--- src/rtl/oale_pkg.sv ---
// Shared types and constants of the ordered array list engine.
package oale_pkg;

  localparam int ValW     = 32;
  localparam int ActW     = 3;
  localparam int StatW    = 2;
  localparam int CntOutW  = 5;

  // Action codes as they arrive on the input channel.
  localparam logic [ActW-1:0] ACT_INS_ORD   = 3'd0;
  localparam logic [ActW-1:0] ACT_INS_BACK  = 3'd1;
  localparam logic [ActW-1:0] ACT_INS_FRONT = 3'd2;
  localparam logic [ActW-1:0] ACT_REM_FIRST = 3'd3;
  localparam logic [ActW-1:0] ACT_REM_LAST  = 3'd4;
  localparam logic [ActW-1:0] ACT_REM_VAL   = 3'd5;

  typedef enum logic [2:0] {
    OP_INS_ORD,
    OP_INS_BACK,
    OP_INS_FRONT,
    OP_REM_FIRST,
    OP_REM_LAST,
    OP_REM_VAL,
    OP_NOP
  } op_e;

  typedef enum logic [StatW-1:0] {
    STAT_OK       = 2'd0,
    STAT_FULL     = 2'd1,
    STAT_EMPTY    = 2'd2,
    STAT_NOTFOUND = 2'd3
  } status_e;

  typedef enum logic [2:0] {
    BK_IDLE,
    BK_UP_W,
    BK_PUT,
    BK_SRCH_W,
    BK_DN_W
  } back_state_e;

  // One classified transaction as it waits in the queue.
  typedef struct packed {
    op_e                     op;
    logic signed [ValW-1:0]  value;
  } op_t;

endpackage

--- src/rtl/ordered_array_list_engine_core.sv ---
// Top level of the ordered array list engine: front queue plus RAM-based back end.
//
//   Channel | Direction | Handshake                  | Payload
//   --------+-----------+----------------------------+------------------------
//   in      | input     | in_valid_i / in_ready_o    | action_i, value_i
//   out     | output    | out_valid_o / out_ready_i  | status_o, entry_count_o
//
// Insert back, remove last, refused or unused actions, inserts into an empty list and
// removal from the front of a one-entry list finish straight from idle; other inserts
// move entries up one at a time, and removals by value scan entries and, like removals
// from the front, move entries down one at a time, since the RAM reads one word a cycle.
// Reset clears the count, the queue and the result valid flag; the RAM is not cleared.
// While a result waits, the two-entry queue still takes transactions; the back end starts
// the next action only once that result has been taken.
module ordered_array_list_engine_core
  import oale_pkg::*;
#(
  parameter int DEPTH = 16
) (
  input  logic                    clk_i,
  input  logic                    rst_ni,
  input  logic                    in_valid_i,
  output logic                    in_ready_o,
  input  logic [ActW-1:0]         action_i,
  input  logic signed [ValW-1:0]  value_i,
  output logic                    out_valid_o,
  input  logic                    out_ready_i,
  output logic [StatW-1:0]        status_o,
  output logic [CntOutW-1:0]      entry_count_o
);

  // Classified transactions pass from the front queue to the back sequencer.
  logic op_valid;
  logic op_ready;
  op_t  op;

  oale_front u_front (
    .clk_i      (clk_i),
    .rst_ni     (rst_ni),
    .in_valid_i (in_valid_i),
    .in_ready_o (in_ready_o),
    .action_i   (action_i),
    .value_i    (value_i),
    .op_valid_o (op_valid),
    .op_ready_i (op_ready),
    .op_o       (op)
  );

  // The back end owns the entry RAM, the count and the result register.
  oale_back #(
    .Depth (DEPTH)
  ) u_back (
    .clk_i         (clk_i),
    .rst_ni        (rst_ni),
    .op_valid_i    (op_valid),
    .op_ready_o    (op_ready),
    .op_i          (op),
    .out_valid_o   (out_valid_o),
    .out_ready_i   (out_ready_i),
    .status_o      (status_o),
    .entry_count_o (entry_count_o)
  );

endmodule

--- src/rtl/oale_ram.sv ---
// Generic single-write, single-read RAM with registered read data.
module oale_ram #(
  parameter int Width = 32,
  parameter int Depth = 16
) (
  input  logic                     clk_i,
  input  logic                     we_i,
  input  logic [$clog2(Depth)-1:0] waddr_i,
  input  logic [Width-1:0]         wdata_i,
  input  logic [$clog2(Depth)-1:0] raddr_i,
  output logic [Width-1:0]         rdata_o
);

  logic [Width-1:0] mem_q [Depth];
  logic [Width-1:0] rdata_q;

  always_ff @(posedge clk_i) begin
    if (we_i) begin
      mem_q[waddr_i] <= wdata_i;
    end
    rdata_q <= mem_q[raddr_i];
  end

  assign rdata_o = rdata_q;

endmodule

--- src/rtl/oale_front.sv ---
// Front end: accepts input transactions, classifies the action, and queues them.
module oale_front
  import oale_pkg::*;
(
  input  logic                    clk_i,
  input  logic                    rst_ni,
  input  logic                    in_valid_i,
  output logic                    in_ready_o,
  input  logic [ActW-1:0]         action_i,
  input  logic signed [ValW-1:0]  value_i,
  output logic                    op_valid_o,
  input  logic                    op_ready_i,
  output op_t                     op_o
);

  op_t        slot_q [2];
  logic       wr_ptr_q, rd_ptr_q;
  logic [1:0] fill_q;
  logic       push, pop;
  op_t        cls;

  always_comb begin
    cls.value = value_i;
    case (action_i)
      ACT_INS_ORD:   cls.op = OP_INS_ORD;
      ACT_INS_BACK:  cls.op = OP_INS_BACK;
      ACT_INS_FRONT: cls.op = OP_INS_FRONT;
      ACT_REM_FIRST: cls.op = OP_REM_FIRST;
      ACT_REM_LAST:  cls.op = OP_REM_LAST;
      ACT_REM_VAL:   cls.op = OP_REM_VAL;
      default:       cls.op = OP_NOP;
    endcase
  end

  assign in_ready_o = (fill_q != 2'd2);
  assign op_valid_o = (fill_q != 2'd0);
  assign op_o       = slot_q[rd_ptr_q];
  assign push       = in_valid_i && in_ready_o;
  assign pop        = op_valid_o && op_ready_i;

  always_ff @(posedge clk_i) begin
    if (push) begin
      slot_q[wr_ptr_q] <= cls;
    end
  end

  always_ff @(posedge clk_i or negedge rst_ni) begin
    if (!rst_ni) begin
      wr_ptr_q <= 1'b0;
      rd_ptr_q <= 1'b0;
      fill_q   <= 2'd0;
    end else begin
      if (push) wr_ptr_q <= ~wr_ptr_q;
      if (pop)  rd_ptr_q <= ~rd_ptr_q;
      case ({push, pop})
        2'b10:   fill_q <= fill_q + 2'd1;
        2'b01:   fill_q <= fill_q - 2'd1;
        default: fill_q <= fill_q;
      endcase
    end
  end

endmodule

--- src/rtl/oale_back.sv ---
// Back end: sequencer that carries out list actions on the entry RAM and holds the result.
module oale_back
  import oale_pkg::*;
#(
  parameter int Depth = 16
) (
  input  logic                clk_i,
  input  logic                rst_ni,
  input  logic                op_valid_i,
  output logic                op_ready_o,
  input  op_t                 op_i,
  output logic                out_valid_o,
  input  logic                out_ready_i,
  output logic [StatW-1:0]    status_o,
  output logic [CntOutW-1:0]  entry_count_o
);

  localparam int AW = (Depth > 1) ? $clog2(Depth) : 1;
  localparam int CW = $clog2(Depth + 1);

  back_state_e            state_q, state_d;
  op_e                    op_q, op_d;
  logic signed [ValW-1:0] val_q, val_d;
  logic [CW-1:0]          idx_q, idx_d;
  logic [CW-1:0]          count_q, count_d;
  logic                   out_valid_q, out_valid_d;
  status_e                res_status_q, res_status_d;
  logic [CW-1:0]          res_count_q, res_count_d;

  logic                   ram_we;
  logic [AW-1:0]          ram_waddr, ram_raddr;
  logic [ValW-1:0]        ram_wdata, ram_rdata;

  logic [CW-1:0]          cnt_m1, cnt_p1, idx_m1, idx_m2, idx_p1, idx_p2;
  logic [CW+CntOutW-1:0]  cnt_ext;
  logic                   shift_up;

  assign cnt_m1 = count_q - CW'(1);
  assign cnt_p1 = count_q + CW'(1);
  assign idx_m1 = idx_q - CW'(1);
  assign idx_m2 = idx_q - CW'(2);
  assign idx_p1 = idx_q + CW'(1);
  assign idx_p2 = idx_q + CW'(2);

  assign shift_up = (op_q == OP_INS_FRONT) || ($signed(ram_rdata) > val_q);

  oale_ram #(
    .Width (ValW),
    .Depth (Depth)
  ) u_ram (
    .clk_i   (clk_i),
    .we_i    (ram_we),
    .waddr_i (ram_waddr),
    .wdata_i (ram_wdata),
    .raddr_i (ram_raddr),
    .rdata_o (ram_rdata)
  );

  always_comb begin
    state_d      = state_q;
    op_d         = op_q;
    val_d        = val_q;
    idx_d        = idx_q;
    count_d      = count_q;
    out_valid_d  = out_valid_q && !out_ready_i;
    res_status_d = res_status_q;
    res_count_d  = res_count_q;
    op_ready_o   = 1'b0;
    ram_we       = 1'b0;
    ram_waddr    = '0;
    ram_wdata    = val_q;
    ram_raddr    = '0;

    case (state_q)
      BK_IDLE: begin
        if (op_valid_i && !out_valid_q) begin
          op_ready_o   = 1'b1;
          op_d         = op_i.op;
          val_d        = op_i.value;
          out_valid_d  = 1'b1;
          res_status_d = STAT_OK;
          res_count_d  = count_q;
          case (op_i.op)
            OP_INS_ORD, OP_INS_BACK, OP_INS_FRONT: begin
              if (count_q == CW'(Depth)) begin
                res_status_d = STAT_FULL;
              end else if (op_i.op == OP_INS_BACK || count_q == '0) begin
                ram_we      = 1'b1;
                ram_waddr   = count_q[AW-1:0];
                ram_wdata   = op_i.value;
                count_d     = cnt_p1;
                res_count_d = cnt_p1;
              end else begin
                out_valid_d = 1'b0;
                ram_raddr   = cnt_m1[AW-1:0];
                idx_d       = count_q;
                state_d     = BK_UP_W;
              end
            end
            OP_REM_FIRST, OP_REM_LAST, OP_REM_VAL: begin
              if (count_q == '0) begin
                res_status_d = STAT_EMPTY;
              end else if (op_i.op == OP_REM_VAL) begin
                out_valid_d = 1'b0;
                ram_raddr   = '0;
                idx_d       = '0;
                state_d     = BK_SRCH_W;
              end else if (op_i.op == OP_REM_LAST || count_q == CW'(1)) begin
                count_d     = cnt_m1;
                res_count_d = cnt_m1;
              end else begin
                out_valid_d = 1'b0;
                ram_raddr   = AW'(1);
                idx_d       = '0;
                state_d     = BK_DN_W;
              end
            end
            default: begin
            end
          endcase
        end
      end

      // Read data holds the entry just below idx; move it up or drop the value in.
      BK_UP_W: begin
        ram_we    = 1'b1;
        ram_waddr = idx_q[AW-1:0];
        if (shift_up) begin
          ram_wdata = ram_rdata;
          idx_d     = idx_m1;
          if (idx_q == CW'(1)) begin
            state_d = BK_PUT;
          end else begin
            ram_raddr = idx_m2[AW-1:0];
          end
        end else begin
          ram_wdata    = val_q;
          count_d      = cnt_p1;
          out_valid_d  = 1'b1;
          res_status_d = STAT_OK;
          res_count_d  = cnt_p1;
          state_d      = BK_IDLE;
        end
      end

      BK_PUT: begin
        ram_we       = 1'b1;
        ram_waddr    = idx_q[AW-1:0];
        ram_wdata    = val_q;
        count_d      = cnt_p1;
        out_valid_d  = 1'b1;
        res_status_d = STAT_OK;
        res_count_d  = cnt_p1;
        state_d      = BK_IDLE;
      end

      // Read data holds entry idx; look for the first equal entry.
      BK_SRCH_W: begin
        if ($signed(ram_rdata) == val_q) begin
          if (idx_p1 == count_q) begin
            count_d      = cnt_m1;
            out_valid_d  = 1'b1;
            res_status_d = STAT_OK;
            res_count_d  = cnt_m1;
            state_d      = BK_IDLE;
          end else begin
            ram_raddr = idx_p1[AW-1:0];
            state_d   = BK_DN_W;
          end
        end else if (idx_p1 == count_q) begin
          out_valid_d  = 1'b1;
          res_status_d = STAT_NOTFOUND;
          res_count_d  = count_q;
          state_d      = BK_IDLE;
        end else begin
          ram_raddr = idx_p1[AW-1:0];
          idx_d     = idx_p1;
        end
      end

      // Read data holds entry idx+1; move it down into idx.
      BK_DN_W: begin
        ram_we    = 1'b1;
        ram_waddr = idx_q[AW-1:0];
        ram_wdata = ram_rdata;
        if (idx_p2 == count_q) begin
          count_d      = cnt_m1;
          out_valid_d  = 1'b1;
          res_status_d = STAT_OK;
          res_count_d  = cnt_m1;
          state_d      = BK_IDLE;
        end else begin
          ram_raddr = idx_p2[AW-1:0];
          idx_d     = idx_p1;
        end
      end

      default: begin
        state_d = BK_IDLE;
      end
    endcase
  end

  always_ff @(posedge clk_i or negedge rst_ni) begin
    if (!rst_ni) begin
      state_q     <= BK_IDLE;
      count_q     <= '0;
      out_valid_q <= 1'b0;
    end else begin
      state_q     <= state_d;
      count_q     <= count_d;
      out_valid_q <= out_valid_d;
    end
  end

  always_ff @(posedge clk_i) begin
    op_q         <= op_d;
    val_q        <= val_d;
    idx_q        <= idx_d;
    res_status_q <= res_status_d;
    res_count_q  <= res_count_d;
  end

  assign cnt_ext       = {{CntOutW{1'b0}}, res_count_q};
  assign out_valid_o   = out_valid_q;
  assign status_o      = res_status_q;
  assign entry_count_o = cnt_ext[CntOutW-1:0];

`ifndef SYNTHESIS
  a_count_bound: assert property (@(posedge clk_i) disable iff (!rst_ni)
    count_q <= CW'(Depth))
    else $error("entry count exceeds depth");

  a_busy_no_result: assert property (@(posedge clk_i) disable iff (!rst_ni)
    (state_q != BK_IDLE) |-> !out_valid_q)
    else $error("result pending while an action is in progress");

  a_count_with_result: assert property (@(posedge clk_i) disable iff (!rst_ni)
    !$stable(count_q) |-> $rose(out_valid_q))
    else $error("count changed without a result");

  a_result_count: assert property (@(posedge clk_i) disable iff (!rst_ni)
    $rose(out_valid_q) |-> (res_count_q == count_q))
    else $error("reported count differs from stored count");
`endif

endmodule

--- config.mk ---
export PLATFORM = sky130hd
export DESIGN_NAME = ordered_array_list_engine_core
export DESIGN_NICKNAME = d
export VERILOG_FILES = /design/src/rtl/oale_pkg.sv /design/src/rtl/ordered_array_list_engine_core.sv /design/src/rtl/oale_ram.sv /design/src/rtl/oale_front.sv /design/src/rtl/oale_back.sv
export SDC_FILE = /design/constraint.sdc
export NUM_CORES = 1
export LEC_CHECK = 0
export BUFFER_PORTS_ARGS = -buffer_cell sky130_fd_sc_hd__buf_2
export CAP_MARGIN = 20
export CORE_ASPECT_RATIO = 0.8
export CORE_UTILIZATION = 45
export DETAILED_ROUTE_END_ITERATION = 8
export PLACE_DENSITY = 0.69
export SYNTH_ARGS = -nofsm -noshare
export SYNTH_HDL_FRONTEND = slang
export SYNTH_HIERARCHICAL = 1
export SYNTH_SLANG_ARGS = --single-unit
--- constraint.sdc ---
create_clock -name clk_i -period 5.4 [get_ports clk_i]
set_input_delay 0.54 -clock clk_i [delete_from_list [all_inputs] [get_ports clk_i]]
set_output_delay 0.54 -clock clk_i [all_outputs]
set_load 0.005 [all_outputs]
==> results of run 1 <==
## flip-flops by register name, indices dropped and copies added (netlist names), 3 cells and up
register	count
u_back/idx_q	5
u_back/entry_count_o	5
u_back/op_q	3
u_back/val_q	32
u_front/slot_q	70
u_back/count_q	5
u_back/u_ram/mem_q	512
u_back/state_q	3
u_back/u_ram/rdata_o	32
## logic make-up (layout without fill, tap and decap cells)
group,after synthesis,after routing,synth area share
flops,674,674,0.728
compound gates,245,245,0.0624
simple gates,223,223,0.0399
mux,168,168,0.122
buf+inv,119,276,0.0196
fa+ha+maj,44,44,0.0202
xor+xnor,25,25,0.00830
## critical path: stages, from the launching register on
cell,delay [ns]
edfxtp_1,0.32
inv_1,0.05
ha_1,0.43
nand4_1,0.24
nor4_2,0.71
o41ai_1,0.34
o32ai_1,0.23
or2_1,0.44
a211oi_1,0.20
o21ai_4,0.48
buf_12,0.35
mux4_2,0.55
a22oi_1,0.21
nand2_1,0.07
## final cells by class
type                    count  share of cell area
repair buffers            112              0.0286
inverters                  41             0.00493
flip-flops and latches    674               0.636
clock inverters            32              0.0140
well taps                 779              0.0312
multi-input cells         705               0.227
clock buffers              91              0.0582
## worst max-delay path by stage
stage                                     end  slack, ns
floorplan            u_back/u_ram/mem_q[4][0]       0.18
global placement     u_back/u_ram/rdata_o[22]       0.77
detailed placement  u_back/u_ram/mem_q[5][18]       0.72
CTS                  u_back/u_ram/rdata_o[23]       0.68
global route         u_back/u_ram/rdata_o[23]       0.26
finish               u_back/u_ram/rdata_o[17]       0.59
## routing by layer
layer | up-vias | part of all wire
li1 | 6281 | -
met1 | 7546 | 0.44
met2 | 654 | 0.44
met3 | 103 | 0.094
met4 | 0 | 0.021
met5 | - | 0
## metrics by stage
| stage | worst slack [ns] | instances | hold slack, ns | area [um^2] | util |
|---|---|---|---|---|---|
| floorplan | 0.184 | 1498 | 0.244 | 27300 | - |
| global placement | 0.768 | 2303 | 0.472 | 28900 | 0.484 |
| detailed placement | 0.719 | 2303 | 0.489 | 28900 | 0.484 |
| CTS | 0.681 | 2427 | 0.0760 | 31200 | 0.522 |
| global route | 0.263 | 2434 | 0.0920 | 31200 | 0.523 |
| finish | 0.590 | 2434 | 0.110 | 31200 | 0.523 |
## cells in the mapped netlist, drive strengths merged (4+ instances only)
master     n  area, um^2
edfxtp   629       18900
mux4     128        2880
a22oi     99         743
nand2     78         293
o21ai     60         304
nor2      49         184
buf       45         256
ha        44         551
inv       41         154
mux2      36         409
clkbuf    33         124
dfxtp     32         641
a21oi     27         135
nor3      18         101
nand3     16        80.1
nand2b    14        87.6
dfrtp     13         325
xnor2     13         114
xor2      12         113
nand4      9        56.3
nor2b      9        56.3
and2       7        46.3
o211ai     7        66.3
a22o       5        43.8
nand3b     5        37.5
o221ai     5        43.8
or3        5        36.3
a2111oi    4        55.1
a211o      4        35.0
mux2i      4        40.0
==> flow_metrics.py, run 1 <==
metrics = {
    "outcome": {
        "status": "finished clean",
    },
    "worst_hold_path": {
        "hold_depth": 1,
        "hold_end": "u_front/slot_q[1][13]",
        "hold_start": "value_i[13]",
        "hp-class": "primary input to register",
    },
    "critical_path": {
        "r2r-end": "u_back/u_ram/rdata_o[17]",
        "r2r_start": "u_back/val_q[31]",
        "setup.worst_path.start_class": "register",
        "worst-path-max-fanout": 39,
        "rrSetupSlack_ns": 0.59,
        "crit_path_end_kind": "register",
        "crit_type": "register to register",
        "crit_required_ns": 5.89,
        "arrival_ns": 5.30,
        "worstSetupStartpoint": "u_back/val_q[31]",
        "reg2reg_depth": 13,
    },
    "timing": {
        "worst_pin_slew_ns": 1.06,
        "rsz0062_at_grt": "false",
        "fmax_mhz": 208,
        "finalClockSkew_ns": 0.0179,
        "relSlewSlack": 0.292,
        "finalHoldViolations": 0,
        "setup_viol": 0,
        "fin_setup_tns_ns": 0,
        "period_share": 0.891,
        "slew_violations": 0,
        "period_needed_ns": 4.81,
    },
    "finish": {
        "n_antenna_cell": 0,
        "fillers": 4636,
        "mostFrequentLayoutCells": "629 x edfxtp_1, 128 x mux4_2, 99 x a22oi_1, 78 x nand2_1, 67 x clkbuf_16",
        "multi_input_area_mm2": 0.00709,
        "regArea_mm2": 0.0199,
        "fin_nets": 1684,
        "areaGrowthSynthToFinish_pct": 14.4,
        "drive_above_1_share": 0.249,
        "layout_commonest_cell": "edfxtp_1",
    },
    "placement": {
        "hpwlAfterDp_mm": 36.5,
        "place.gp.congestion": 0.919,
        "io_buffer_count": 47,
    },
    "clock_tree": {
        "ctsHtreeMaxLevel": 3,
        "clockBufferDepth": 3,
        "hold_buffers": 1,
        "clkTransAtPathRegs_ns": 0.06,
        "insertion_delay_ns": 0.62,
        "cts_resized": 0,
        "cts-root-buf": "clkbuf_16",
        "cts_setup_buffers": 0,
        "cts_tree": "built",
        "cts_buffers": 67,
        "cts_sinks": 674,
    },
    "floorplan": {
        "die_w_um": 277,
        "design.core.area_mm2": 0.0598,
        "die_y_um": 222,
        "ios": 48,
        "start_util": 0.457,
        "die_area_mm2": 0.0616,
        "num_rows": 80,
    },
    "yosys": {
        "syn_area_mm2": 0.0273,
        "synth_fp_nets": 1581,
        "synth_edf_count": 629,
        "netlist-cell-type-count": 74,
        "synth_warnings": 6,
        "postSynthCellCount": 1498,
        "seq_area_frac_synth": 0.728,
        "ys_ff_latch": 674,
        "postSynthAreaPerCell_um2": 18.2,
        "async_flop_share": 0.0193,
        "synthFlopType": "edfxtp_1",
    },
    "global_route": {
        "grtUsageMet1": 0.313,
        "grt_use_met3": 0.0509,
        "grt_antenna_before_repair": 0,
        "grt_use_total": 0.209,
        "grt_max_degree": 107,
        "grt_pass1_wl_mm": 95.1,
        "busiest_layer": "met1",
        "overflow": 0,
        "first_global_vias": 14668,
        "gr-usage-met2": 0.307,
    },
    "route": {
        "ant_nets": 0,
        "wl_per_cell_um": 26.0,
        "wl_mm": 63.3,
        "vias": 14584,
        "drtIter0Drc": 1784,
        "via_per_inst": 5.99,
        "post-route-drc-count": 0,
        "dr.pass1.iters": 7,
    },
    "run": {
        "maxCapViolCount": 0,
    },
}
Power of run 1 is not shown: default switching activity piles up to over one toggle a cycle in this logic, so the estimate is an artifact.
==> run 2, diff against run 1 <==
ABC_AREA = 1   (was unset)
==> flow_metrics.py, run 2 <==
metrics = {
    "yosys": {
        "synth_compound_area_frac": 0.0285,
        "yosys.area_share.simple": 0.211,
        "postSynthCellCount": 3068,
        "synth_warnings": 6,
        "ys_top_cells_by_area": "edfxtp_1 62%, nand2_1 12%, nand3_1 7.1%, inv_1 5.9%, dfxtp_1 2.1%",
        "synth_fp_nets": 3151,
        "synth_top_family_by_area": "simple AND/OR/NAND/NOR gates",
        "yosysTopAreaCell": "edfxtp_1",
        "synth_mux_area_frac": 0,
        "ys_ff_latch": 674,
        "synth_xor_area_frac": 0.00481,
        "synth_top_area_frac": 0.615,
        "async_flop_share": 0.0193,
        "syn_area_mm2": 0.0307,
        "postSynthAreaPerCell_um2": 10.0,
        "netlist-cell-type-count": 53,
        "synth_common_cells": "1021 x nand2_1, 629 x edfxtp_1, 485 x inv_1",
        "yosys.area_share.adder": 0.0179,
        "synth_most_common_cell": "nand2_1",
        "synthFlopType": "edfxtp_1",
        "seq_area_frac_synth": 0.647,
        "synth_edf_count": 629,
    },
    "timing": {
        "setup_ws_ns": 0.819,
        "relSlewSlack": 0.216,
        "fin_setup_tns_ns": 0,
        "setup_viol": 0,
        "rsz0062_at_grt": "false",
        "whs_ns": 0.122,
        "finalClockSkew_ns": 0.0202,
        "fmax_mhz": 218,
        "worst_pin_slew_ns": 1.18,
        "period_share": 0.848,
        "period_needed_ns": 4.58,
        "slew_violations": 0,
        "finalHoldViolations": 0,
    },
    "clock_tree": {
        "ctsHtreeMaxLevel": 2,
        "clkTransAtPathRegs_ns": 0.07,
        "hold_buffers": 1,
        "cts_buffers": 60,
        "cts_sinks": 674,
        "insertion_delay_ns": 0.61,
        "cts-root-buf": "clkbuf_16",
        "clockBufferDepth": 3,
        "cts_tree": "built",
        "cts_setup_buffers": 0,
        "cts_resized": 0,
    },
    "worst_hold_path": {
        "hold_depth": 1,
        "hold_end": "u_front/slot_q[0][29]",
        "hold_start": "value_i[29]",
        "hp-class": "primary input to register",
    },
    "finish": {
        "regMostFlops": "u_back/u_ram/mem_q",
        "n_antenna_cell": 0,
        "drive_above_1_share": 0.0743,
        "areaGrowthSynthToFinish_pct": 9.87,
        "top_regs": "u_back/u_ram/mem_q (512), u_front/slot_q (70)",
        "fin_nets": 3169,
        "layout_commonest_cell": "nand2_1",
        "largest_reg_flops": 512,
        "mostFrequentLayoutCells": "1021 x nand2_1, 629 x edfxtp_1, 484 x inv_1, 433 x nand3_1, 61 x clkbuf_16",
    },
    "floorplan": {
        "num_rows": 85,
        "design.core.area_mm2": 0.0673,
        "die_area_mm2": 0.0693,
        "die_w_um": 294,
        "die_y_um": 236,
        "start_util": 0.456,
        "ios": 48,
    },
    "critical_path": {
        "rrSetupSlack_ns": 0.82,
        "crit_required_ns": 5.89,
        "crit_path_end_kind": "register",
        "reg2reg_depth": 21,
        "worst-path-max-fanout": 76,
        "setup.worst_path.start_class": "register",
        "crit_type": "register to register",
        "path_cells": "inv_1, ha_1, nand2_1, nor2_1, nand2_1, nor2_1, nand2_1, nand2_1, nand2_1, nand3_1, nand2_2, nand3_1, nand2_1, a21o_4, inv_6, buf_12, nand2_1, nand3_1, nand3_1, nand3_1, nand2_1",
        "r2r_start": "u_back/val_q[31]",
        "max_stage_delay_ns": 0.48,
        "arrival_ns": 5.07,
        "crit_top_cell": "nand2_1",
        "critical_path.top_delay_family": "simple AND/OR/NAND/NOR gates",
        "critPathSlowestCell": "inv_6",
        "r2r-end": "u_back/u_ram/rdata_o[23]",
        "cp_num_buf_inv": 3,
    },
    "run": {
        "maxCapViolCount": 0,
    },
    "route": {
        "ant_nets": 0,
        "vias": 20992,
        "wl_mm": 74.5,
        "post-route-drc-count": 0,
        "via_per_inst": 5.19,
        "dr.pass1.iters": 6,
        "drtIter0Drc": 2113,
        "wl_per_cell_um": 18.4,
    },
    "global_route": {
        "first_global_vias": 19364,
        "grt_antenna_before_repair": 0,
        "grt_pass1_wl_mm": 114,
        "overflow": 0,
        "grt_max_degree": 131,
        "grt_use_total": 0.214,
    },
    "placement": {
        "dpl_worst_slack_ns": 1.07,
        "hpwlAfterDp_mm": 41.8,
        "io_buffer_count": 47,
        "place.gp.congestion": 0.921,
    },
    "outcome": {
        "status": "finished clean",
    },
}
==> run 2: cell types whose count changed after synthesis, moves of 29 or more <==
cell / change
a22oi_1: -98
mux2_2: -33
buf_6: +30
mux4_2: -128
o21ai_0: +32
inv_1: +444
nand3_1: +418
nand2_1: +943
buf_2: +29
==> run 2: through the flow <==
step | util | instances | area (um^2)
after floorplan | - | 3068 | 30700
after global placement | 0.472 | 3936 | 31800
after detailed placement | 0.472 | 3936 | 31800
after CTS | 0.501 | 4047 | 33700
after global routing | 0.501 | 4047 | 33700
final | 0.501 | 4047 | 33700
==> run 2: worst register-to-register path: cells and delay by family, from the launching register on <==
family | cells | cell delay (ns)
AND/OR/NAND/NOR | 16 | 2.36
buffers and inverters | 3 | 0.98
adder cells (fa/ha/maj) | 1 | 0.40
AO/OA/AOI/OAI | 1 | 0.38
flip-flops | 1 | 0.35
==> run 2: worst max-delay path by stage <==
stage,startpoint,depth (start not counted),slack (ns),endpoint
detailed placement,u_back/val_q[31],21,1.07,u_back/u_ram/rdata_o[23]
floorplan,u_back/state_q[1],11,0.28,u_back/u_ram/mem_q[12][0]
finish,u_back/val_q[31],21,0.82,u_back/u_ram/rdata_o[23]
global route,u_back/val_q[31],21,0.53,u_back/u_ram/rdata_o[31]
global placement,u_back/val_q[31],21,1.10,u_back/u_ram/rdata_o[23]
CTS,u_back/val_q[31],21,1.00,u_back/u_ram/rdata_o[23]
==> run 2: cell families after synthesis <==
group	after synthesis
AOI/OAI and AO/OA	157
and+or+nand+nor	1542
adders and majority gates	44
buffers and inverters	635
DFF	674
xor gates and xnor gates	16
==> run 2: cell type report <==
class | count | area [um^2]
well taps | 913 | 1140
clock buffers | 87 | 1720
inverters | 500 | 1890
repair buffers | 91 | 656
flip-flops and latches | 674 | 19900
multi-input cells | 1759 | 8240
fillers | 5993 | 33600
clock inverters | 23 | 221
==> run 2: layer usage <==
metal | GRT usage | vias to the layer above | routed length (um)
met5 | 0 | - | 0
met4 | 0.0606 | 0 | 1880
met3 | 0.0383 | 125 | 7340
met2 | 0.325 | 922 | 33300
met1 | 0.315 | 9913 | 32000
li1 | - | 10032 | -
Power of run 2 is left out for the same reason.
